## config.mk

```make
export PLATFORM = sky130hd
export DESIGN_NAME = token_escape_stream_framer
export DESIGN_NICKNAME = d
export VERILOG_FILES = /design/src/tesf_pkg.sv /design/src/token_escape_stream_framer.sv /design/src/tesf_front.sv /design/src/tesf_fifo.sv /design/src/tesf_back.sv
export SDC_FILE = /design/constraint.sdc
export NUM_CORES = 1
export LEC_CHECK = 0
export BUFFER_PORTS_ARGS = -buffer_cell sky130_fd_sc_hd__buf_4
export CORE_AREA = 2 2 112 81
export DETAILED_ROUTE_END_ITERATION = 7
export DIE_AREA = 0 0 114 83
export PLACE_DENSITY = 0.76
export SYNTH_ARGS = -nofsm -noshare
export SYNTH_HDL_FRONTEND = slang
export SYNTH_SLANG_ARGS = --single-unit
```

## constraint.sdc

```tcl
create_clock -name clk_i -period 3.2 [get_ports clk_i]
set_input_delay 0 -clock clk_i [delete_from_list [all_inputs] [get_ports clk_i]]
set_output_delay 0 -clock clk_i [all_outputs]
set_load 0.05 [all_outputs]
```

## src/tesf_pkg.sv

```systemverilog
`default_nettype none
package tesf_pkg;

  localparam int unsigned MarkerLen = 8;
  localparam int unsigned DepthW = 4;
  localparam int unsigned PosW = 5;
  localparam int unsigned FifoDepth = 2;

  localparam logic [1:0] KindData = 2'd0;
  localparam logic [1:0] KindTerm = 2'd1;
  localparam logic [1:0] KindError = 2'd2;

  localparam logic [0:0] CmdData = 1'b0;
  localparam logic [0:0] CmdEnd = 1'b1;

  localparam logic [0:0] DirPack = 1'b0;
  localparam logic [0:0] DirUnpack = 1'b1;

  localparam logic [2:0] AddrDirection = 3'd0;

  localparam logic [7:0] EscapeByte = 8'h01;
  localparam logic [7:0] TermByte = 8'h00;

  // one item's worth of output: held prefix, optional full marker, optional tail
  typedef struct packed {
    logic [DepthW-1:0] prefix;
    logic              full;
    logic              has_tail;
    logic [7:0]        tail_byte;
    logic [1:0]        tail_kind;
  } job_t;

  function automatic logic [7:0] marker_byte(input logic [2:0] idx);
    logic [7:0] b;
    case (idx)
      3'd0: b = 8'h61;
      3'd1: b = 8'h62;
      3'd2: b = 8'h71;
      3'd3: b = 8'h64;
      3'd4: b = 8'h01;
      3'd5: b = 8'h66;
      3'd6: b = 8'h67;
      3'd7: b = 8'h68;
      default: b = 8'h00;
    endcase
    return b;
  endfunction

endpackage
`default_nettype wire

```

## src/token_escape_stream_framer.sv

```systemverilog
// Byte-stream framer around the 8-byte marker "abqd",0x01,"fgh".
// Input stream: tdata[7:0] is a byte, tuser[0] set marks the end of the stream.
// Output stream: tdata[7:0] byte, tuser[1:0] kind (data, terminator, early end),
// tlast on the final result of each input item.
// direction register (APB address 0): 0 packs (escape 0x01 after every marker,
// marker plus 0x00 at the end), 1 unpacks (escape dropped, terminator and early
// end reported). Writing it restarts the framer; write only while idle.
// Front end accepts one byte per cycle while the job queue has room and turns
// it into a job that is queued; bytes that extend a marker match give no job.
// Back end emits one result per cycle while the receiver takes them, from the
// job at the queue head; an item gives up to 16 results (a pack end). A job
// is registered in the queue, then in the back end job register, before output.
// A stalled receiver holds the current result; the front keeps taking bytes
// until the job queue (FifoDepth entries) fills, then drops s_axis_tready.
// After the end of the stream, input items are taken and ignored until restart.
// Reset clears the match state, the queue and the direction (pack).
`default_nettype none
module token_escape_stream_framer #(
  parameter int unsigned FifoDepth = tesf_pkg::FifoDepth
) (
  input  wire logic        clk_i,
  input  wire logic        rst_ni,
  input  wire logic        s_axis_tvalid_i,
  output logic             s_axis_tready_o,
  input  wire logic [7:0]  s_axis_tdata_i,   // [7:0] data_byte
  input  wire logic [0:0]  s_axis_tuser_i,   // [0] cmd
  output logic             m_axis_tvalid_o,
  input  wire logic        m_axis_tready_i,
  output logic [7:0]       m_axis_tdata_o,   // [7:0] out_byte
  output logic [1:0]       m_axis_tuser_o,   // [1:0] kind
  output logic             m_axis_tlast_o,
  input  wire logic        psel,
  input  wire logic        penable,
  input  wire logic        pwrite,
  input  wire logic [2:0]  paddr,
  input  wire logic [31:0] pwdata,
  output logic [31:0]      prdata,
  output logic             pready
);

  logic           dir_q;
  logic           cfg_wr;
  logic           restart;
  logic           q_full, q_empty, q_push, q_pop;
  tesf_pkg::job_t q_wjob, q_rjob;

  assign pready = 1'b1;
  assign cfg_wr = psel && penable && pwrite && pready;
  assign restart = cfg_wr && (paddr == tesf_pkg::AddrDirection);
  assign prdata = (paddr == tesf_pkg::AddrDirection) ? {31'd0, dir_q} : 32'd0;

  always_ff @(posedge clk_i or negedge rst_ni) begin
    if (!rst_ni) begin
      dir_q <= tesf_pkg::DirPack;
    end else if (restart) begin
      dir_q <= pwdata[0];
    end
  end

  tesf_front u_front (
    .clk_i       (clk_i),
    .rst_ni      (rst_ni),
    .dir_i       (dir_q),
    .restart_i   (restart),
    .in_valid_i  (s_axis_tvalid_i),
    .in_ready_o  (s_axis_tready_o),
    .cmd_i       (s_axis_tuser_i[0]),
    .data_byte_i (s_axis_tdata_i),
    .q_full_i    (q_full),
    .push_o      (q_push),
    .job_o       (q_wjob)
  );

  tesf_fifo #(
    .Depth (FifoDepth)
  ) u_fifo (
    .clk_i   (clk_i),
    .rst_ni  (rst_ni),
    .push_i  (q_push),
    .wdata_i (q_wjob),
    .full_o  (q_full),
    .pop_i   (q_pop),
    .rdata_o (q_rjob),
    .empty_o (q_empty)
  );

  tesf_back u_back (
    .clk_i       (clk_i),
    .rst_ni      (rst_ni),
    .q_empty_i   (q_empty),
    .q_job_i     (q_rjob),
    .pop_o       (q_pop),
    .out_valid_o (m_axis_tvalid_o),
    .out_ready_i (m_axis_tready_i),
    .out_byte_o  (m_axis_tdata_o),
    .kind_o      (m_axis_tuser_o),
    .last_o      (m_axis_tlast_o)
  );

endmodule
`default_nettype wire

```

## src/tesf_front.sv

```systemverilog
`default_nettype none
module tesf_front (
  input  wire logic              clk_i,
  input  wire logic              rst_ni,
  input  wire logic              dir_i,
  input  wire logic              restart_i,
  input  wire logic              in_valid_i,
  output logic                   in_ready_o,
  input  wire logic              cmd_i,
  input  wire logic [7:0]        data_byte_i,
  input  wire logic              q_full_i,
  output logic                   push_o,
  output tesf_pkg::job_t         job_o
);

  logic [tesf_pkg::DepthW-1:0] depth_q, depth_d;
  logic                        done_q, done_d;
  logic                        accept;
  logic                        held_full;
  logic                        match_next;
  logic [7:0]                  expect_byte;
  tesf_pkg::job_t              job;
  logic                        push;

  // items after the end are dropped, yet every item waits for queue space
  assign in_ready_o = !q_full_i;
  assign accept = in_valid_i && in_ready_o;

  assign held_full = (depth_q >= tesf_pkg::DepthW'(tesf_pkg::MarkerLen));
  assign expect_byte = tesf_pkg::marker_byte(depth_q[2:0]);
  assign match_next = !held_full && (data_byte_i == expect_byte);

  always_comb begin
    job = '0;
    push = 1'b0;
    depth_d = depth_q;
    done_d = done_q;
    if (accept && !done_q) begin
      if (dir_i == tesf_pkg::DirUnpack && held_full) begin
        depth_d = '0;
        push = 1'b1;
        if (cmd_i == tesf_pkg::CmdEnd) begin
          job.has_tail = 1'b1;
          job.tail_kind = tesf_pkg::KindError;
          done_d = 1'b1;
        end else if (data_byte_i == tesf_pkg::TermByte) begin
          job.has_tail = 1'b1;
          job.tail_kind = tesf_pkg::KindTerm;
          done_d = 1'b1;
        end else begin
          // escape byte is dropped, the marker goes out as data
          job.full = 1'b1;
        end
      end else if (cmd_i == tesf_pkg::CmdEnd) begin
        job.prefix = depth_q;
        job.has_tail = 1'b1;
        push = 1'b1;
        depth_d = '0;
        done_d = 1'b1;
        if (dir_i == tesf_pkg::DirPack) begin
          job.full = 1'b1;
          job.tail_byte = tesf_pkg::TermByte;
          job.tail_kind = tesf_pkg::KindData;
        end else begin
          job.tail_kind = tesf_pkg::KindError;
        end
      end else if (match_next) begin
        if (dir_i == tesf_pkg::DirPack &&
            depth_q == tesf_pkg::DepthW'(tesf_pkg::MarkerLen - 1)) begin
          job.full = 1'b1;
          job.has_tail = 1'b1;
          job.tail_byte = tesf_pkg::EscapeByte;
          job.tail_kind = tesf_pkg::KindData;
          push = 1'b1;
          depth_d = '0;
        end else begin
          depth_d = depth_q + 1'b1;
        end
      end else begin
        // mismatch: flush the held prefix, then recheck against the first marker byte
        job.prefix = depth_q;
        if (data_byte_i == tesf_pkg::marker_byte(3'd0)) begin
          depth_d = tesf_pkg::DepthW'(1);
          push = (depth_q != '0);
        end else begin
          job.has_tail = 1'b1;
          job.tail_byte = data_byte_i;
          job.tail_kind = tesf_pkg::KindData;
          depth_d = '0;
          push = 1'b1;
        end
      end
    end
    if (restart_i) begin
      depth_d = '0;
      done_d = 1'b0;
    end
  end

  assign push_o = push;
  assign job_o = job;

  always_ff @(posedge clk_i or negedge rst_ni) begin
    if (!rst_ni) begin
      depth_q <= '0;
      done_q <= 1'b0;
    end else begin
      depth_q <= depth_d;
      done_q <= done_d;
    end
  end

endmodule
`default_nettype wire

```

## src/tesf_fifo.sv

```systemverilog
`default_nettype none
module tesf_fifo #(
  parameter int unsigned Depth = tesf_pkg::FifoDepth
) (
  input  wire logic           clk_i,
  input  wire logic           rst_ni,
  input  wire logic           push_i,
  input  wire tesf_pkg::job_t wdata_i,
  output logic                full_o,
  input  wire logic           pop_i,
  output tesf_pkg::job_t      rdata_o,
  output logic                empty_o
);

  localparam int unsigned PtrW = (Depth > 1) ? $clog2(Depth) : 1;
  localparam int unsigned CntW = $clog2(Depth + 1);

  tesf_pkg::job_t  mem_q [Depth];
  logic [PtrW-1:0] wptr_q, rptr_q;
  logic [CntW-1:0] cnt_q;
  logic            do_push, do_pop;

  assign full_o = (cnt_q == CntW'(Depth));
  assign empty_o = (cnt_q == '0);
  assign do_push = push_i && !full_o;
  assign do_pop = pop_i && !empty_o;
  assign rdata_o = mem_q[rptr_q];

  always_ff @(posedge clk_i) begin
    if (do_push) begin
      mem_q[wptr_q] <= wdata_i;
    end
  end

  always_ff @(posedge clk_i or negedge rst_ni) begin
    if (!rst_ni) begin
      wptr_q <= '0;
      rptr_q <= '0;
      cnt_q <= '0;
    end else begin
      if (do_push) begin
        wptr_q <= (wptr_q == PtrW'(Depth - 1)) ? '0 : wptr_q + 1'b1;
      end
      if (do_pop) begin
        rptr_q <= (rptr_q == PtrW'(Depth - 1)) ? '0 : rptr_q + 1'b1;
      end
      if (do_push && !do_pop) begin
        cnt_q <= cnt_q + 1'b1;
      end else if (do_pop && !do_push) begin
        cnt_q <= cnt_q - 1'b1;
      end
    end
  end

endmodule
`default_nettype wire

```

## src/tesf_back.sv

```systemverilog
`default_nettype none
module tesf_back (
  input  wire logic           clk_i,
  input  wire logic           rst_ni,
  input  wire logic           q_empty_i,
  input  wire tesf_pkg::job_t q_job_i,
  output logic                pop_o,
  output logic                out_valid_o,
  input  wire logic           out_ready_i,
  output logic [7:0]          out_byte_o,
  output logic [1:0]          kind_o,
  output logic                last_o
);

  tesf_pkg::job_t              job_q;
  logic                        busy_q;
  logic [tesf_pkg::PosW-1:0]   pos_q;
  logic [tesf_pkg::PosW-1:0]   total;
  logic [tesf_pkg::PosW-1:0]   prefix_w;
  logic [tesf_pkg::PosW-1:0]   marker_end;
  logic [tesf_pkg::PosW-1:0]   marker_pos;
  logic                        is_last;
  logic                        load;

  assign prefix_w = tesf_pkg::PosW'(job_q.prefix);
  assign marker_end = prefix_w +
                      (job_q.full ? tesf_pkg::PosW'(tesf_pkg::MarkerLen) : '0);
  assign total = marker_end + tesf_pkg::PosW'(job_q.has_tail);
  assign marker_pos = pos_q - prefix_w;
  assign is_last = (pos_q == total - 1'b1);

  always_comb begin
    out_byte_o = job_q.tail_byte;
    kind_o = job_q.tail_kind;
    if (pos_q < prefix_w) begin
      out_byte_o = tesf_pkg::marker_byte(pos_q[2:0]);
      kind_o = tesf_pkg::KindData;
    end else if (pos_q < marker_end) begin
      out_byte_o = tesf_pkg::marker_byte(marker_pos[2:0]);
      kind_o = tesf_pkg::KindData;
    end
  end

  assign out_valid_o = busy_q;
  assign last_o = is_last;
  assign load = (!busy_q || (out_ready_i && is_last)) && !q_empty_i;
  assign pop_o = load;

  always_ff @(posedge clk_i) begin
    if (load) begin
      job_q <= q_job_i;
    end
  end

  always_ff @(posedge clk_i or negedge rst_ni) begin
    if (!rst_ni) begin
      busy_q <= 1'b0;
      pos_q <= '0;
    end else begin
      if (load) begin
        busy_q <= 1'b1;
        pos_q <= '0;
      end else if (busy_q && out_ready_i) begin
        if (is_last) begin
          busy_q <= 1'b0;
          pos_q <= '0;
        end else begin
          pos_q <= pos_q + 1'b1;
        end
      end
    end
  end

endmodule
`default_nettype wire
```

==> reports/results.tsv <==
stage	metric	value	unit
power_and_ir_drop	total power	3854	uW
place	dpl ws	0.3575	ns
power_and_ir_drop	Static Leak	0.001923	uW
sta	fmax	348.8	MHz
clock_network	post-CTS sizing	0	
critical_path	critical path type	register to register	
critical_path	crit-path max FO	6	
clock_network	CTS H-tree lvls	3	
clock_network	Reg clk slew, reported paths	0.06	ns
routing	Iter 0 DRT Violations	220	
routing	Detail Route Antenna Nets	0	
critical_path	Buf/Inv on CP	1	
place	RePlAce Congestion	0.8549	
sta	Period Utilization, post-route	89.60	%
sta	final worst slack	0.3328	ns
floorplan	initial core utilization	48.36	%
sta	RSZ-0062 raised after global routing	false	
sta	final hold slack	0.04396	ns
synth	Async SR Flop Fraction	25.00	%
sta	final setup fails	0	
synth	register area share after synthesis	45.67	%
sta	Worst Max-Slew Pin Slew	0.8127	ns
floorplan	die width	114	um
critical_path	CP arrival	3.12	ns
floorplan	Die Span Y	83	um
synth	Netlist cell types	59	
sta	crit path time final	2.867	ns
clock_network	CTS sink cnt	64	
critical_path	CP dominant cell by count	ha_1	
critical_path	slowest cell on the critical path	dfrtp_1	
place	Final HPWL DP	6192	um
synth	Synth Register Bits	64	
cells_and_area	FILL cells	704	
floorplan	Site Rows	28	
clock_network	Inserted Clock Buffers	9	
cells_and_area	# nets final	491	
sta	final setup skew	0.006828	ns
global_route	gr usage total	17.86	%
cells_and_area	antenna cells	0	
critical_path	CP startpoint kind	register	
synth	average size of a mapped cell	10.75	um^2
synth	cell count after synthesis	375	
power_and_ir_drop	worst vdd ir	0.2957	mV
global_route	global-route wire length before repair	13280	um
floorplan	die area	9462	um^2
sta	Max Slew Vio Count	0	
status	outcome	completed	
critical_path	Worst Setup End Kind	register	
clock_network	worst skew pair latency	0.33	ns
floorplan	num ports	97	
synth	EDFF count, synth	48	
critical_path	CP top delay family	compound AO/OA/AOI/OAI gates	
routing	total vias in the final route	2884	
synth	Primary FF master, synth	edfxtp_1	
routing	drt wl/cell	15.42	um
synth	Syn. warnings	0	
cells_and_area	P&R area growth vs syn	14.83	%
global_route	global route overflow	0	
critical_path	CP peak stage delay	0.46	ns
routing	Routed Wire Length	8095	um
synth	post-synthesis instance area	4033	um^2
critical_path	CP cell instances	inv_1 -> ha_1 -> or3_1 -> a21oi_2 -> o2111a_1 -> nand3_1 -> a21oi_1 -> ha_1 -> nor2_1 -> xor2_1	
sta	Fin. Hold Viols	0	
job	max-cap violation count	0	
min_path	hold crit path type	input port to register	
routing	drt first pass iters	4	
global_route	vias in the first global route	2751	
routing	DRC Markers	0	
place	Port Buf Inserts	33	
clock_network	clock buffer depth	2	
global_route	largest net degree at the start of global routing	22	
sta	Slew headroom	45.82	%
routing	vias per cell	5.493	
clock_network	CTS root buf	clkbuf_16	
power_and_ir_drop	pwr/cell area	832.3	nW/um^2
clock_network	CTS tree	done	
critical_path	CP required	3.45	ns
global_route	initial antenna violation count	0	
cells_and_area	layout cells sized above 1	20.95	%
floorplan	total core area	8338	um^2
area by class of cell:
type,instances,area (um^2),share of cell area (%)
multi-input cells,275,1943,41.96
flip-flops and latches,64,1842,39.77
repair buffers,42,322.8,6.971
clock buffers,9,225.2,4.864
well taps,105,131.4,2.837
inverters,23,86.33,1.864
clock inverters,7,80.08,1.729
cell families after synthesis:
family / synth area share (%)
other: 0.1862
AOI/OAI and AO/OA: 12.78
adders and majority gates: 7.943
and+or+nand+nor: 16.01
DFF: 45.67
buffers and inverters: 9.184
xor gates and xnor gates: 3.475
muxes: 4.747
cells in the final DEF, fill, tap and decap left out, drive strengths merged, types with 11 or more instances in the layout:
master  count
nand2      23
edfxtp     48
o21ai      13
a21oi      12
nor2       15
dfrtp      16
buf        39
conb       32
ha         24
xor2       11
mux2       17
nand3      12
inv        25
sequential cells by signal (all words and copies together), names as in the netlist:
register and flops:
u_fifo.rptr_q 1, u_front.done_q 1, u_fifo.cnt_q 2, u_fifo.mem_q 32, u_back.job_q 16, u_fifo.wptr_q 1
u_back.out_valid_o 1, dir_q 1, u_back.pos_q 5, u_front.depth_q 4
synth_stat cells, drive strengths merged, types with 2 or more instances:
cell type,count,share of area [%]
dfrtp,16,9.9
a21o,4,0.74
nor2b,6,0.99
nand2,23,2.1
o31ai,8,1.5
edfxtp,48,36
inv,23,2.1
nor3b,3,0.56
mux2,17,4.7
o211a,2,0.50
ha,24,7.4
a2111oi,2,0.47
nor4b,4,0.87
buf,34,6.2
nand2b,2,0.31
nand3b,2,0.37
xnor2,5,1.1
o211ai,5,1.1
or2,2,0.31
a21oi,12,1.6
a211oi,2,0.37
a31oi,4,0.62
a311oi,2,0.43
nand3,12,1.5
conb,2,0.19
and4,3,0.65
or3,2,0.31
o21a,3,0.56
and3,10,1.6
o21ai,13,1.6
nor2,15,1.4
and2,7,1.1
o311a,3,0.84
clkbuf,9,0.84
nand4,10,1.6
nor3,10,1.2
xor2,11,2.4
path summary, 6_finish.rpt:
check / startpoint / end / slack [ns] / cells after the start
max: u_front.depth_q[1] / u_fifo.cnt_q[1] / 0.33 / 10
min: s_axis_tdata_i[7] / u_fifo.mem_q[1][9] / 0.04 / 2
max reg2reg: u_front.depth_q[1] / u_fifo.cnt_q[1] / 0.33 / 10
min reg2reg: u_front.done_q / u_front.done_q / 0.49 / 1
max in group asynchronous: rst_ni / u_back.out_valid_o / 2.92 / 2
min in group asynchronous: rst_ni / u_back.pos_q[1] / 0.08 / 2
repair_timing:
item	CTS	global route
hold buffers	3	0
endpoints found under the hold margin	19	0
setup buffers	0	0
metrics by stage:
| step | std cells | setup TNS (ns) | utilization [%] | area (um^2) |
|---|---|---|---|---|
| after detailed placement | 506 | 0 | 51.52 | 4295 |
| final | 525 | 0 | 55.54 | 4631 |
| after floorplan | 405 | -11.38 | - | 4145 |
| after CTS | 525 | 0 | 55.54 | 4631 |
| after global placement | 506 | 0 | 51.52 | 4295 |
| after global routing | 525 | 0 | 55.54 | 4631 |
metal layers:
metal  GRT usage, %  wire length, um
met4          4.545               61
met2          27.16             3746
met1          25.04             3786
met5              0                0
met3          5.328              500
report_power, final:
group | leakage, uW | total (uW) | switching, uW | internal [uW]
combinational | 0.00114 | 1690 | 1120 | 575
sequential | 0.000643 | 1190 | 148 | 1040
clock | 0.000143 | 974 | 364 | 610
Power figures use the tool's default switching activity.
